`src/rtl/mtep_pkg.sv`:
```
// Types, codes and the status classifier for the MIDI track event parser.
// No dependencies; the files that use it refer to it by scoped names.
package mtep_pkg;

  localparam logic [7:0] DataMask   = 8'h7f;
  localparam logic [7:0] SysStatus  = 8'hf0;
  localparam logic [7:0] SysexStart = 8'hf0;
  localparam logic [7:0] SysexEsc   = 8'hf7;
  localparam logic [7:0] SongPos    = 8'hf2;
  localparam logic [7:0] SongSelect = 8'hf3;
  localparam logic [7:0] TuneReq    = 8'hf6;
  localparam logic [7:0] MetaStatus = 8'hff;
  localparam logic [7:0] MetaEot    = 8'h2f;

  typedef enum logic [2:0] {
    KIND_CHANNEL   = 3'd0,
    KIND_COMMON    = 3'd1,
    KIND_SYSEX     = 3'd2,
    KIND_ESC_SYSEX = 3'd3,
    KIND_META      = 3'd4,
    KIND_EMPTY     = 3'd5,
    KIND_UNKNOWN   = 3'd6
  } kind_e;

  typedef enum logic [2:0] {
    PH_DELTA    = 3'd0,
    PH_STATUS   = 3'd1,
    PH_DATA1    = 3'd2,
    PH_DATA2    = 3'd3,
    PH_DATAONE  = 3'd4,
    PH_METATYPE = 3'd5,
    PH_LENGTH   = 3'd6,
    PH_PAYLOAD  = 3'd7
  } phase_e;

  typedef enum logic [2:0] {
    CLS_TWO     = 3'd0,
    CLS_ONE     = 3'd1,
    CLS_SYSEX   = 3'd2,
    CLS_META    = 3'd3,
    CLS_TUNE    = 3'd4,
    CLS_UNKNOWN = 3'd5
  } cls_e;

  typedef struct packed {
    logic [7:0] in_byte;
    logic       track_start;
  } in_item_t;

  typedef struct packed {
    logic [2:0]  kind;
    logic [31:0] delta_time;
    logic [7:0]  status_byte;
    logic [7:0]  first_data;
    logic [7:0]  second_data;
    logic [7:0]  meta_type;
    logic [31:0] payload_length;
    logic [7:0]  payload_byte;
    logic        last_of_event;
    logic        end_of_track;
  } out_item_t;

  typedef struct packed {
    logic [7:0] data;
    logic       track_start;
    cls_e       cls;
  } cmd_t;

  function automatic cls_e status_class(logic [7:0] s);
    cls_e c;
    c = CLS_UNKNOWN;
    if (s[7]) begin
      unique case (s[6:4])
        3'b000, 3'b001, 3'b010, 3'b011, 3'b110: c = CLS_TWO;
        3'b100, 3'b101:                          c = CLS_ONE;
        default: begin
          if (s == SongPos) begin
            c = CLS_TWO;
          end else if (s == SongSelect) begin
            c = CLS_ONE;
          end else if (s == SysexStart || s == SysexEsc) begin
            c = CLS_SYSEX;
          end else if (s == MetaStatus) begin
            c = CLS_META;
          end else if (s == TuneReq) begin
            c = CLS_TUNE;
          end else begin
            c = CLS_UNKNOWN;
          end
        end
      endcase
    end
    return c;
  endfunction

endpackage

```
`src/rtl/mtep_fifo.sv`:
```
// Small register queue, used between front and back and for results.
// Depends on nothing; the item type comes in as a parameter.
module mtep_fifo #(
  parameter int unsigned Depth = 2,
  parameter type item_t = logic
) (
  input  logic  clk_i,
  input  logic  rst_ni,
  input  logic  push_i,
  input  item_t item_i,
  output logic  full_o,
  input  logic  pop_i,
  output item_t item_o,
  output logic  empty_o
);

  localparam int unsigned PtrW = (Depth > 1) ? $clog2(Depth) : 1;
  localparam int unsigned CntW = $clog2(Depth + 1);

  item_t           mem_q [Depth];
  logic [PtrW-1:0] wr_ptr_q, wr_ptr_d;
  logic [PtrW-1:0] rd_ptr_q, rd_ptr_d;
  logic [CntW-1:0] cnt_q, cnt_d;
  logic            do_push, do_pop;

  assign full_o  = (cnt_q == CntW'(Depth));
  assign empty_o = (cnt_q == '0);
  assign do_push = push_i & ~full_o;
  assign do_pop  = pop_i & ~empty_o;
  assign item_o  = mem_q[rd_ptr_q];

  always_comb begin
    wr_ptr_d = wr_ptr_q;
    rd_ptr_d = rd_ptr_q;
    cnt_d    = cnt_q;
    if (do_push) begin
      wr_ptr_d = (wr_ptr_q == PtrW'(Depth - 1)) ? '0 : wr_ptr_q + PtrW'(1);
    end
    if (do_pop) begin
      rd_ptr_d = (rd_ptr_q == PtrW'(Depth - 1)) ? '0 : rd_ptr_q + PtrW'(1);
    end
    if (do_push && !do_pop) begin
      cnt_d = cnt_q + CntW'(1);
    end else if (do_pop && !do_push) begin
      cnt_d = cnt_q - CntW'(1);
    end
  end

  always_ff @(posedge clk_i or negedge rst_ni) begin
    if (!rst_ni) begin
      wr_ptr_q <= '0;
      rd_ptr_q <= '0;
      cnt_q    <= '0;
    end else begin
      wr_ptr_q <= wr_ptr_d;
      rd_ptr_q <= rd_ptr_d;
      cnt_q    <= cnt_d;
    end
  end

  always_ff @(posedge clk_i) begin
    if (do_push) begin
      mem_q[wr_ptr_q] <= item_i;
    end
  end

endmodule

```
`src/rtl/mtep_front.sv`:
```
// Front end: takes track bytes and tags each with its status class.
// Depends on mtep_pkg.
module mtep_front (
  input  logic              valid_i,
  input  mtep_pkg::in_item_t item_i,
  output logic              full_o,
  output logic              cmd_valid_o,
  output mtep_pkg::cmd_t    cmd_o,
  input  logic              cmd_full_i
);

  assign full_o              = cmd_full_i;
  assign cmd_valid_o         = valid_i;
  assign cmd_o.data          = item_i.in_byte;
  assign cmd_o.track_start   = item_i.track_start;
  assign cmd_o.cls           = mtep_pkg::status_class(item_i.in_byte);

endmodule

```
`src/rtl/mtep_back.sv`:
```
// Back end: parse state machine; consumes tagged bytes, builds result items.
// Depends on mtep_pkg.
module mtep_back (
  input  logic               clk_i,
  input  logic               rst_ni,
  input  logic               cmd_empty_i,
  input  mtep_pkg::cmd_t     cmd_i,
  output logic               cmd_pop_o,
  input  logic               res_full_i,
  output logic               res_push_o,
  output mtep_pkg::out_item_t res_o
);

  mtep_pkg::phase_e phase_q, phase_d, ph;
  mtep_pkg::cls_e   cls_q, cls_d, cl, eff_cl;
  logic [31:0] delta_q, delta_d, dacc;
  logic [7:0]  status_q, status_d, st, eff_st;
  logic [7:0]  held_q, held_d, held;
  logic [7:0]  meta_q, meta_d, meta;
  logic [31:0] len_q, len_d, lacc, len_src, len_new;
  logic [31:0] left_q, left_d, left, left_dec;
  logic [7:0]  b;
  logic        ts, step, fresh, is_len, len_done, len_zero, pay_last, eot_meta;
  logic        no_data_rs, emit, ev_end;
  logic [7:0]  one_data;
  mtep_pkg::kind_e msg_kind;

  assign step      = ~cmd_empty_i & ~res_full_i;
  assign cmd_pop_o = step;
  assign b         = cmd_i.data;
  assign ts        = cmd_i.track_start;
  assign fresh     = b[7];

  assign ph   = ts ? mtep_pkg::PH_DELTA : phase_q;
  assign dacc = ts ? '0 : delta_q;
  assign st   = ts ? '0 : status_q;
  assign cl   = ts ? mtep_pkg::CLS_UNKNOWN : cls_q;
  assign held = ts ? '0 : held_q;
  assign meta = ts ? '0 : meta_q;
  assign lacc = ts ? '0 : len_q;
  assign left = ts ? '0 : left_q;

  assign eff_st = (ph == mtep_pkg::PH_STATUS && fresh) ? b : st;
  assign eff_cl = (ph == mtep_pkg::PH_STATUS && fresh) ? cmd_i.cls : cl;

  assign len_src  = (ph == mtep_pkg::PH_STATUS) ? '0 : lacc;
  assign len_new  = {len_src[24:0], b[6:0]};
  assign is_len   = (ph == mtep_pkg::PH_LENGTH) ||
                    (ph == mtep_pkg::PH_STATUS && eff_cl == mtep_pkg::CLS_SYSEX && !fresh);
  assign len_done = is_len & ~b[7];
  assign len_zero = (len_new == '0);
  assign left_dec = (left != '0) ? left - 32'd1 : left;
  assign pay_last = (left_dec == '0);
  assign eot_meta = (eff_st == mtep_pkg::MetaStatus) && (meta == mtep_pkg::MetaEot);
  assign msg_kind = (eff_st < mtep_pkg::SysStatus) ? mtep_pkg::KIND_CHANNEL
                                                   : mtep_pkg::KIND_COMMON;
  assign one_data = (eff_st == mtep_pkg::SongSelect) ? (b & mtep_pkg::DataMask) : b;
  assign no_data_rs = (ph == mtep_pkg::PH_STATUS) && !fresh &&
                      (eff_cl == mtep_pkg::CLS_TUNE || eff_cl == mtep_pkg::CLS_UNKNOWN);

  // next phase
  always_comb begin
    phase_d = ph;
    unique case (ph)
      mtep_pkg::PH_DELTA:    phase_d = b[7] ? mtep_pkg::PH_DELTA : mtep_pkg::PH_STATUS;
      mtep_pkg::PH_STATUS: begin
        unique case (eff_cl)
          mtep_pkg::CLS_TWO: phase_d = fresh ? mtep_pkg::PH_DATA1 : mtep_pkg::PH_DATA2;
          mtep_pkg::CLS_ONE: phase_d = fresh ? mtep_pkg::PH_DATAONE : mtep_pkg::PH_DELTA;
          mtep_pkg::CLS_SYSEX: begin
            if (fresh) begin
              phase_d = mtep_pkg::PH_LENGTH;
            end else begin
              phase_d = len_zero ? mtep_pkg::PH_DELTA : mtep_pkg::PH_PAYLOAD;
            end
          end
          mtep_pkg::CLS_META: phase_d = fresh ? mtep_pkg::PH_METATYPE : mtep_pkg::PH_LENGTH;
          default:            phase_d = fresh ? mtep_pkg::PH_DELTA : mtep_pkg::PH_STATUS;
        endcase
      end
      mtep_pkg::PH_DATA1:    phase_d = mtep_pkg::PH_DATA2;
      mtep_pkg::PH_DATA2:    phase_d = mtep_pkg::PH_DELTA;
      mtep_pkg::PH_DATAONE:  phase_d = mtep_pkg::PH_DELTA;
      mtep_pkg::PH_METATYPE: phase_d = mtep_pkg::PH_LENGTH;
      mtep_pkg::PH_LENGTH: begin
        if (b[7]) begin
          phase_d = mtep_pkg::PH_LENGTH;
        end else begin
          phase_d = len_zero ? mtep_pkg::PH_DELTA : mtep_pkg::PH_PAYLOAD;
        end
      end
      mtep_pkg::PH_PAYLOAD:  phase_d = pay_last ? mtep_pkg::PH_DELTA : mtep_pkg::PH_PAYLOAD;
      default:               phase_d = mtep_pkg::PH_DELTA;
    endcase
  end

  // result item
  always_comb begin
    emit                 = 1'b0;
    res_o.kind           = mtep_pkg::KIND_CHANNEL;
    res_o.delta_time     = dacc;
    res_o.status_byte    = eff_st;
    res_o.first_data     = '0;
    res_o.second_data    = '0;
    res_o.meta_type      = (eff_st == mtep_pkg::MetaStatus) ? meta : '0;
    res_o.payload_length = '0;
    res_o.payload_byte   = '0;
    res_o.last_of_event  = 1'b1;
    res_o.end_of_track   = 1'b0;
    unique case (ph)
      mtep_pkg::PH_STATUS: begin
        unique case (eff_cl)
          mtep_pkg::CLS_ONE: begin
            emit             = ~fresh;
            res_o.kind       = msg_kind;
            res_o.first_data = one_data;
          end
          mtep_pkg::CLS_SYSEX: begin
            emit                 = ~fresh & len_zero;
            res_o.kind           = mtep_pkg::KIND_EMPTY;
            res_o.payload_length = len_new;
          end
          mtep_pkg::CLS_TUNE: begin
            emit       = 1'b1;
            res_o.kind = mtep_pkg::KIND_COMMON;
          end
          mtep_pkg::CLS_UNKNOWN: begin
            emit       = 1'b1;
            res_o.kind = mtep_pkg::KIND_UNKNOWN;
          end
          default: emit = 1'b0;
        endcase
      end
      mtep_pkg::PH_DATA2: begin
        emit              = 1'b1;
        res_o.kind        = msg_kind;
        res_o.first_data  = held;
        res_o.second_data = b;
      end
      mtep_pkg::PH_DATAONE: begin
        emit             = 1'b1;
        res_o.kind       = msg_kind;
        res_o.first_data = one_data;
      end
      mtep_pkg::PH_LENGTH: begin
        emit                 = len_done & len_zero;
        res_o.kind           = mtep_pkg::KIND_EMPTY;
        res_o.payload_length = len_new;
        res_o.end_of_track   = eot_meta;
      end
      mtep_pkg::PH_PAYLOAD: begin
        emit                 = 1'b1;
        res_o.kind           = (eff_st == mtep_pkg::SysexStart) ? mtep_pkg::KIND_SYSEX :
                               (eff_st == mtep_pkg::SysexEsc)   ? mtep_pkg::KIND_ESC_SYSEX :
                                                                  mtep_pkg::KIND_META;
        res_o.payload_length = lacc;
        res_o.payload_byte   = b;
        res_o.last_of_event  = pay_last;
        res_o.end_of_track   = pay_last & eot_meta;
      end
      default: emit = 1'b0;
    endcase
    ev_end     = emit & res_o.last_of_event;
    res_push_o = step & emit;
  end

  // datapath registers
  always_comb begin
    status_d = eff_st;
    cls_d    = eff_cl;
    held_d   = held;
    meta_d   = meta;
    len_d    = lacc;
    left_d   = left;
    priority if (no_data_rs) begin
      delta_d = {25'd0, b[6:0]};
    end else if (ev_end) begin
      delta_d = '0;
    end else if (ph == mtep_pkg::PH_DELTA) begin
      delta_d = {dacc[24:0], b[6:0]};
    end else begin
      delta_d = dacc;
    end
    if (ph == mtep_pkg::PH_DATA1 ||
        (ph == mtep_pkg::PH_STATUS && eff_cl == mtep_pkg::CLS_TWO && !fresh)) begin
      held_d = b;
    end
    if (ph == mtep_pkg::PH_METATYPE ||
        (ph == mtep_pkg::PH_STATUS && eff_cl == mtep_pkg::CLS_META && !fresh)) begin
      meta_d = b;
      len_d  = '0;
    end
    if (ph == mtep_pkg::PH_STATUS && eff_cl == mtep_pkg::CLS_SYSEX && fresh) begin
      len_d = '0;
    end
    if (is_len) begin
      len_d = len_new;
    end
    if (len_done) begin
      left_d = len_new;
    end else if (ph == mtep_pkg::PH_PAYLOAD) begin
      left_d = left_dec;
    end
  end

  always_ff @(posedge clk_i or negedge rst_ni) begin
    if (!rst_ni) begin
      phase_q  <= mtep_pkg::PH_DELTA;
      cls_q    <= mtep_pkg::CLS_UNKNOWN;
      delta_q  <= '0;
      status_q <= '0;
      held_q   <= '0;
      meta_q   <= '0;
      len_q    <= '0;
      left_q   <= '0;
    end else if (step) begin
      phase_q  <= phase_d;
      cls_q    <= cls_d;
      delta_q  <= delta_d;
      status_q <= status_d;
      held_q   <= held_d;
      meta_q   <= meta_d;
      len_q    <= len_d;
      left_q   <= left_d;
    end
  end

endmodule

```
`src/rtl/midi_track_event_parser.sv`:
```
// Top level of the MIDI track event parser: front, command queue, back, result queue.
// Depends on mtep_pkg, mtep_front, mtep_fifo and mtep_back.
//
//   channel  | ports                         | transfer when
//   ---------+-------------------------------+------------------------
//   bytes in | push, full, in_item_i         | push && !full
//   results  | pop, empty, out_item_o        | pop && !empty
//
// One byte per cycle sustained while the result queue has room; the parse
// state machine in the back end handles one queued byte each cycle unless the
// result queue is full, and yields at most one result. A result enters the result
// queue as the back end takes the byte that completes it, and can then be popped.
// Reset clears both queues and the parse state; stalls on either side are
// absorbed by the queues and only reach the other side once a queue fills.
module midi_track_event_parser #(
  parameter int unsigned CmdDepth = 2,
  parameter int unsigned ResDepth = 2
) (
  input  logic                clk_i,
  input  logic                rst_ni,
  input  logic                push,
  output logic                full,
  input  mtep_pkg::in_item_t  in_item_i,
  input  logic                pop,
  output logic                empty,
  output mtep_pkg::out_item_t out_item_o
);

  logic                cmd_valid, cmd_full, cmd_empty, cmd_pop;
  mtep_pkg::cmd_t      cmd_in, cmd_out;
  logic                res_push, res_full;
  mtep_pkg::out_item_t res_item;

  mtep_front u_front (
    .valid_i     (push),
    .item_i      (in_item_i),
    .full_o      (full),
    .cmd_valid_o (cmd_valid),
    .cmd_o       (cmd_in),
    .cmd_full_i  (cmd_full)
  );

  mtep_fifo #(
    .Depth  (CmdDepth),
    .item_t (mtep_pkg::cmd_t)
  ) u_cmd_fifo (
    .clk_i   (clk_i),
    .rst_ni  (rst_ni),
    .push_i  (cmd_valid),
    .item_i  (cmd_in),
    .full_o  (cmd_full),
    .pop_i   (cmd_pop),
    .item_o  (cmd_out),
    .empty_o (cmd_empty)
  );

  mtep_back u_back (
    .clk_i       (clk_i),
    .rst_ni      (rst_ni),
    .cmd_empty_i (cmd_empty),
    .cmd_i       (cmd_out),
    .cmd_pop_o   (cmd_pop),
    .res_full_i  (res_full),
    .res_push_o  (res_push),
    .res_o       (res_item)
  );

  mtep_fifo #(
    .Depth  (ResDepth),
    .item_t (mtep_pkg::out_item_t)
  ) u_res_fifo (
    .clk_i   (clk_i),
    .rst_ni  (rst_ni),
    .push_i  (res_push),
    .item_i  (res_item),
    .full_o  (res_full),
    .pop_i   (pop),
    .item_o  (out_item_o),
    .empty_o (empty)
  );

endmodule
```
`config.mk`:
```
export PLATFORM = sky130hd
export DESIGN_NAME = midi_track_event_parser
export DESIGN_NICKNAME = d
export VERILOG_FILES = /design/src/rtl/mtep_pkg.sv /design/src/rtl/mtep_fifo.sv /design/src/rtl/mtep_front.sv /design/src/rtl/mtep_back.sv /design/src/rtl/midi_track_event_parser.sv
export SDC_FILE = /design/constraint.sdc
export NUM_CORES = 1
export LEC_CHECK = 0
export ABC_AREA = 1
export BUFFER_PORTS_ARGS = -buffer_cell sky130_fd_sc_hd__buf_4
export CORE_MARGIN = 2
export CORE_UTILIZATION = 45
export CTS_BUF_LIST = sky130_fd_sc_hd__clkbuf_16
export DETAILED_ROUTE_END_ITERATION = 12
export PLACE_DENSITY = 0.7
export SLEW_MARGIN = 5
export SYNTH_ARGS = -nofsm -noshare
export SYNTH_HDL_FRONTEND = slang
export SYNTH_SLANG_ARGS = --single-unit
export TNS_END_PERCENT = 10
```
`constraint.sdc`:
```
create_clock -name clk_i -period 9.54 [get_ports clk_i]
set_input_delay 0.477 -clock clk_i [delete_from_list [all_inputs] [get_ports clk_i]]
set_output_delay 0.477 -clock clk_i [all_outputs]
set_load 0.01 [all_outputs]
```
==> results of run 1 <==
==> worst max path at each step <==
stage | slack [ns] | to | start
final | 3.96 | u_res_fifo.mem_q[1][24] | u_cmd_fifo.rd_ptr_q
after global routing | 3.57 | u_res_fifo.mem_q[1][33] | u_cmd_fifo.rd_ptr_q
after CTS | 4.00 | u_res_fifo.mem_q[1][37] | u_cmd_fifo.rd_ptr_q
after detailed placement | 4.03 | u_res_fifo.mem_q[1][34] | u_cmd_fifo.rd_ptr_q
after global placement | 4.22 | u_res_fifo.mem_q[0][34] | u_cmd_fifo.rd_ptr_q
after floorplan | 2.25 | u_res_fifo.mem_q[0][0] | u_cmd_fifo.rd_ptr_q
==> what timing repair did <==
action,CTS,global route
hold endpoints to repair,17,0
setup endpoints to repair,0,0
hold buffers,1,0
==> per-layer routing <==
metal  vias up  share of wire
met1      7578           0.44
li1       7566              -
met5         -              0
met2       645           0.45
met3        87          0.075
met4         0          0.026
==> where the power goes <==
part           leakage, nW  switching [W]  total, W  internal (W)
logic                 4.60        0.00256   0.00364       0.00108
clock network        0.650       0.000645   0.00154      0.000894
registers             4.01       0.000209   0.00250       0.00229
total                 9.26        0.00341   0.00768       0.00426
==> state kept, by name (all words and copies together) (netlist names) <==
register,flops
u_back.cls_q,3
u_back.delta_q,32
u_back.held_q,8
u_back.left_q,32
u_back.len_q,32
u_back.meta_q,8
u_back.phase_q,3
u_back.status_q,8
u_cmd_fifo.cnt_q,2
u_cmd_fifo.mem_q,24
u_cmd_fifo.rd_ptr_q,1
u_cmd_fifo.wr_ptr_q,1
u_res_fifo.cnt_q,2
u_res_fifo.mem_q,218
u_res_fifo.rd_ptr_q,1
u_res_fifo.wr_ptr_q,1
==> cells in the final DEF (no fill, tap or decap), types with 3 or more instances in the layout <==
master	instances
inv_1	215
bufinv_16	4
dfrtp_1	131
a31oi_1	26
o211ai_1	41
nand3_1	97
o211ai_2	8
clkinv_2	4
o21ai_1	98
o32ai_1	7
o22ai_1	33
or2_2	6
nand2_4	6
o21ai_4	3
clkinv_1	9
inv_2	10
xnor2_1	3
nor3_1	18
o31ai_1	22
edfxtp_1	242
a21oi_1	59
o21ai_0	111
ha_1	3
nor2_2	7
xor2_1	8
o21ai_2	18
nand4_1	22
nand2_2	5
clkinvlp_4	6
nor2_1	200
buf_4	140
clkbuf_16	41
nand2_1	693
nor2_4	5
==> metrics by stage <==
step | total power [W] | hold slack, ns | util | area, µm²
2_1_floorplan | 0.00495 | 0.181 | - | 19100
3_5_place_dp | 0.00614 | 0.466 | 0.485 | 20400
5_1_grt | 0.00820 | 0.123 | 0.516 | 21700
6_report | 0.00768 | 0.135 | 0.516 | 21700
4_1_cts | 0.00769 | 0.122 | 0.516 | 21700
3_3_place_gp | 0.00608 | 0.463 | 0.485 | 20400
==> logic make-up after synthesis <==
logic type / Yosys count / synth area share
xor gates and xnor gates: 11 / 0.00504
adders and majority gates: 3 / 0.00196
AOI/OAI and AO/OA: 432 / 0.136
buffers and inverters: 345 / 0.0749
DFF: 376 / 0.556
and+or+nand+nor: 1064 / 0.227
==> worst max-delay path, delay by kind of cell (launching register included) <==
family | cells | cell delay [ns]
AO/OA/AOI/OAI | 1 | 0.31
buffers and inverters | 3 | 0.74
flip-flops | 1 | 0.73
AND/OR/NAND/NOR | 13 | 3.29
==> final cells by class <==
class,count,area (µm²),share of cell area
clock buffer,41,1030,0.0474
clock inverter,31,274,0.0126
inverter,223,848,0.0392
multi-input combinational,1510,7100,0.328
sequential,376,10600,0.491
tap,539,674,0.0311
timing repair buffer,144,1110,0.0513
==> flow_summary.toml, run 1 <==
[run_status]
outcome = "finished clean"

[floorplan]
initial_core_util = 0.456
die_y_um = 210
die-area_um2 = 44200
core_um2 = 41900
fp-row-count = 75
die_x_um = 210
ios = 124

[sta]
rsz0062_at_grt = "no"
max_freq_mhz = 179
max_slew.worst_pin.slew_ns = 1.16
finalHoldViolCount = 0
fin_crit_sh = 0.585
min_period_ns = 5.58
tns_ns = 0
setup_violations = 0
drv_slew = 0
final.setup_skew_ns = 0.0190
setup_ws_ns = 3.96
relSlewSlack = 0.223

[drt]
drtAntennaViolNets = 0
viasPerCell = 5.54
vias = 15876
drtPass1Iterations = 6
wire_per_inst_um = 18.4
dr.first_iter.drc_count = 1624
drc_errors = 0
wirelength_um = 52600

[clock_tree]
cts_buffers = 39
worstSkewPairLatency_ns = 0.54
clk_root_buffer_cell = "clkbuf_16"
cts_sinks = 376
tritoncts = "built"
clockBufferDepth = 3
cts_setup_buffers = 0
clk_pin_slew_worst_paths_ns = 0.06
ctsResizeCount = 0
h-tree-depth = 2

[synthesis]
seq_area_frac_synth = 0.556
syn-cell-area_um2 = 19100
yosysMostFrequentCell = "nand2_1"
ys_ff_latch = 376
ys_types = 44
synth_top_area_frac = 0.380
ys_warn_count = 0
synth.largest_area_cell = "edfxtp_1"
synth-edff-count = 242
syn_nets = 2247
synth_common_cells = "nand2_1, edfxtp_1, inv_1, nor2_1, dfrtp_1"
synthTopCellsByArea = "edfxtp_1, dfrtp_1, nand2_1"
synth.avg_cell_area_um2 = 8.57
syn_inst = 2231
synth-main-ff-cell = "edfxtp_1"
async_flop_share = 0.356

[finish]
syn_to_final_growth_pct = 13.3
drive_gt1_frac = 0.120
nFillCells = 3817
fin_cells = 2864
final_nets = 2310
n_antenna_cell = 0

[global_routing]
track_usage = 0.238
grt_pass1_wl_um = 83000
use_met3 = 0.0369
grt_max_degree = 112
antenna_found_initial = 1
met2_usage = 0.372
grt_pass1_vias = 14867
top_usage_layer = "met2"
grt_use_met1 = 0.345
grt.overflow.total = 0

[place]
dp_slack_ns = 4.03
finalWeightedCongestion = 0.931
port_buffers = 123
place_inst = 2791
hpwl_um = 35200

[flow_run]
drv_cap = 0

[worst_setup_path]
endpoint_kind = "flop"
arrival_ns = 5.76
rr_startpoint = "u_cmd_fifo.rd_ptr_q"
r2r_setup_slack_ns = 3.96
critPathMaxStageDelay_ns = 0.95
critPathRequiredTime_ns = 9.72
path_max_fanout = 72
setup.worst_path.start_class = "flop"
reg2reg_depth = 17
crit_slowest_cell = "nor2_4"
cpMostUsedCell = "nor2_4"
crit_chain = "inv_4, nand2_4, nand2_4, nor2_4, nand3_4, nor2_2, inv_2, o21ai_2, nand2_2, nor2_4, nand2_2, nand2_1, nand4_1, nand3_1, nand2_1, nor2_4, buf_12"
reg2reg_to = "u_res_fifo.mem_q[1][24]"
worstSetupPathType = "reg -> reg"

[hold_path]
min_path_type = "in -> reg"
hold_path_depth = 1
hold_end = "u_cmd_fifo.mem_q[1][8]"
hold_start = "in_item_i[5]"

[power]
leakage_nw = 9.26
vdd_drop_max_mv = 0.265
p_per_area_nw_per_um2 = 354
Note: power is estimated with default switching activity, not from simulation.
==> run 2: changes to the inputs <==
Settings changed: ABC_AREA 1 to 0.
Clock period 9.54 ns to 5.3 ns, I/O delays scaled along.
==> run 2 against run 1 <==
Effect of this change: sequential power up 73%; maximum frequency up 15%; clock skew down 0.0052 ns; combinational power up 20%; wire length down 14%; synthesized area down 9.6%; first-iteration DRC count down 23%; critical path type unchanged; critical endpoint is now u_back.delta_q[1]; core utilization up 1.8 points; clock power up 73%; synthesized cell count down 35%; sequential share of layout area up 3.7 points.
==> flow_summary.toml, run 2 <==
[power]
vdd_drop_max_mv = 0.301
power_switching_w = 0.00425
p_sw_frac = 0.374
clkPwrFrac = 0.235
p_total_w = 0.0114
p_per_area_nw_per_um2 = 564
leakage_nw = 7.74
comb_power_share = 0.386
intPower_w = 0.00712
pwr-share-seq = 0.380

[synthesis]
synth_common_cells = "edfxtp_1, nand2_1, dfrtp_1, o21ai_0, mux2_2"
ys_warn_count = 0
yosysMostFrequentCell = "edfxtp_1"
ys_types = 78
syn_nets = 1460
async_flop_share = 0.356
synth_top_area_frac = 0.420
synth-edff-count = 242
synth-main-ff-cell = "edfxtp_1"
syn-cell-area_um2 = 17300
seq_area_frac_synth = 0.614
ys_ff_latch = 376
syn_inst = 1444
synth.avg_cell_area_um2 = 12.0
synthTopCellsByArea = "edfxtp_1, dfrtp_1, mux2_2"
synth.largest_area_cell = "edfxtp_1"

[place]
dp_slack_ns = 0.575
port_buffers = 123
hpwl_um = 29400
finalWeightedCongestion = 1.00
place_area_um2 = 18800

[finish]
postLayoutCellArea_um2 = 20200
final_common_cell = "edfxtp_1"
top_register = "u_res_fifo.mem_q"
nFillCells = 3133
final_cell_mix = "edfxtp_1, buf_4, nand2_1, dfrtp_1, o21ai_0"
drive_gt1_frac = 0.222
syn_to_final_growth_pct = 16.6
largest_reg_flops = 218
final_nets = 1577
n_antenna_cell = 0

[drt]
drtPass1Iterations = 5
viasPerCell = 5.94
vias = 12478
wire_per_inst_um = 21.5
drtAntennaViolNets = 0
dr.first_iter.drc_count = 1258
wirelength_um = 45100
drc_errors = 0

[clock_tree]
cts_sinks = 376
cts_setup_buffers = 0
clk_root_buffer_cell = "clkbuf_16"
h-tree-depth = 2
holdBufCountCts = 10
worstSkewPairLatency_ns = 0.55
clockBufferDepth = 3
clk_pin_slew_worst_paths_ns = 0.06
cts_buffers = 40
tritoncts = "built"
ctsResizeCount = 0

[run_status]
outcome = "finished clean"

[floorplan]
die-area_um2 = 40000
die_y_um = 200
fp-row-count = 71
core_um2 = 37800
die_x_um = 200
initial_core_util = 0.458
ios = 124

[sta]
relSlewSlack = 0.170
finalHoldViolCount = 0
max_freq_mhz = 206
setup_violations = 0
rsz0062_at_grt = "no"
drv_slew = 0
min_period_ns = 4.85
final.setup_skew_ns = 0.0137
tns_ns = 0
whs_ns = 0.0434
max_slew.worst_pin.slew_ns = 1.24
setup_ws_ns = 0.446
fin_crit_sh = 0.916

[global_routing]
grt_pass1_vias = 12076
grt.overflow.total = 0
grt_max_degree = 87
grt_pass1_wl_um = 69900
antenna_found_initial = 0
track_usage = 0.228

[flow_run]
drv_cap = 0

[worst_setup_path]
worstSetupPathType = "reg -> reg"
critPathMaxStageDelay_ns = 0.75
arrival_ns = 5.23
crit_slowest_cell = "nor4_2"
critPathRequiredTime_ns = 5.68
setup.worst_path.start_class = "flop"
path_max_fanout = 33
crit_buf_inv = 0
crit_family = "simple AND/OR/NAND/NOR gates"
crit_chain = "mux2i_4, nand2_1, ha_1, or4b_1, or2_1, nor4_2, o21ai_0, o41ai_1, nand4_2, nor2_4, o311ai_0"
endpoint_kind = "flop"

[hold_path]
min_path_type = "in -> reg"
[run 2: cell count changes in the layout (fill, tap and decap cells not counted), moves of 33 or more]
cell | before | now
and2_1 | 0 | 40
nand3_1 | 97 | 27
nand2_1 | 693 | 150
o21ai_1 | 98 | 6
nor2_1 | 200 | 101
mux2i_1 | 0 | 37
mux2_2 | 0 | 115
inv_1 | 215 | 35
o211ai_1 | 41 | 8
[run 2: power by group through the flow]
stage               sequential, W  clock (W)  combinational (W)
global placement          0.00434          0            0.00432
global route              0.00438    0.00283            0.00475
detailed placement        0.00437          0            0.00437
floorplan                 0.00420          0            0.00292
finish                    0.00432    0.00267            0.00438
CTS                       0.00432    0.00273            0.00439
[run 2: final cells by class]
type                    instances  area (µm²)  area share
repair buffers                165        1310      0.0647
inverters                      27         101     0.00503
well taps                     511         639      0.0317
clock inverters                30         223      0.0110
clock buffers                  41        1030      0.0509
flip-flops and latches        376       10600       0.527
multi-input cells             951        6240       0.310
[run 2: stage by stage]
stage	std cells	util
after floorplan	1444	-
after global placement	2020	0.498
after detailed placement	2020	0.498
after CTS	2101	0.534
after global routing	2101	0.534
final	2101	0.534
[run 2: final timing paths]
kind,from,endpoint,slack [ns],cells past startpoint
max in group asynchronous,rst_ni,u_back.left_q[3],3.69,3
worst max-delay path,u_cmd_fifo.rd_ptr_q,u_back.delta_q[1],0.45,11
worst max register to register,u_cmd_fifo.rd_ptr_q,u_back.delta_q[1],0.45,11
worst min-delay path,push,u_cmd_fifo.wr_ptr_q,0.04,3
min in group asynchronous,rst_ni,u_back.held_q[3],0.35,2
worst min register to register,u_back.delta_q[6],u_back.delta_q[6],0.48,2
[run 2: tightest hold or removal path, cell delays in order]
cell	delay, ns
buf_4	0.11
nand2_1	0.10
xnor2_1	0.07
[run 2: cell families (layout without fill, tap and decap cells)]
| kind of cell | count (synthesis) | after routing | synth area share |
|---|---|---|---|
| xor gates and xnor gates | 17 | 17 | 0.00861 |
| and+or+nand+nor | 436 | 436 | 0.122 |
| adders and majority gates | 3 | 3 | 0.00217 |
| DFF | 376 | 376 | 0.614 |
| AOI/OAI and AO/OA | 342 | 342 | 0.129 |
| muxes | 153 | 153 | 0.0969 |
| buffers and inverters | 117 | 263 | 0.0272 |
[run 2: routing by layer]
metal  up-vias  GRT usage  part of all wire  wire length [µm]
li1       5678          -                 -                 -
met1      6231      0.324              0.44             19900
met2       489      0.359              0.47             21100
met3        80     0.0385             0.067              3030
met4         0     0.0716             0.025              1110
met5         -          0                 0                 0
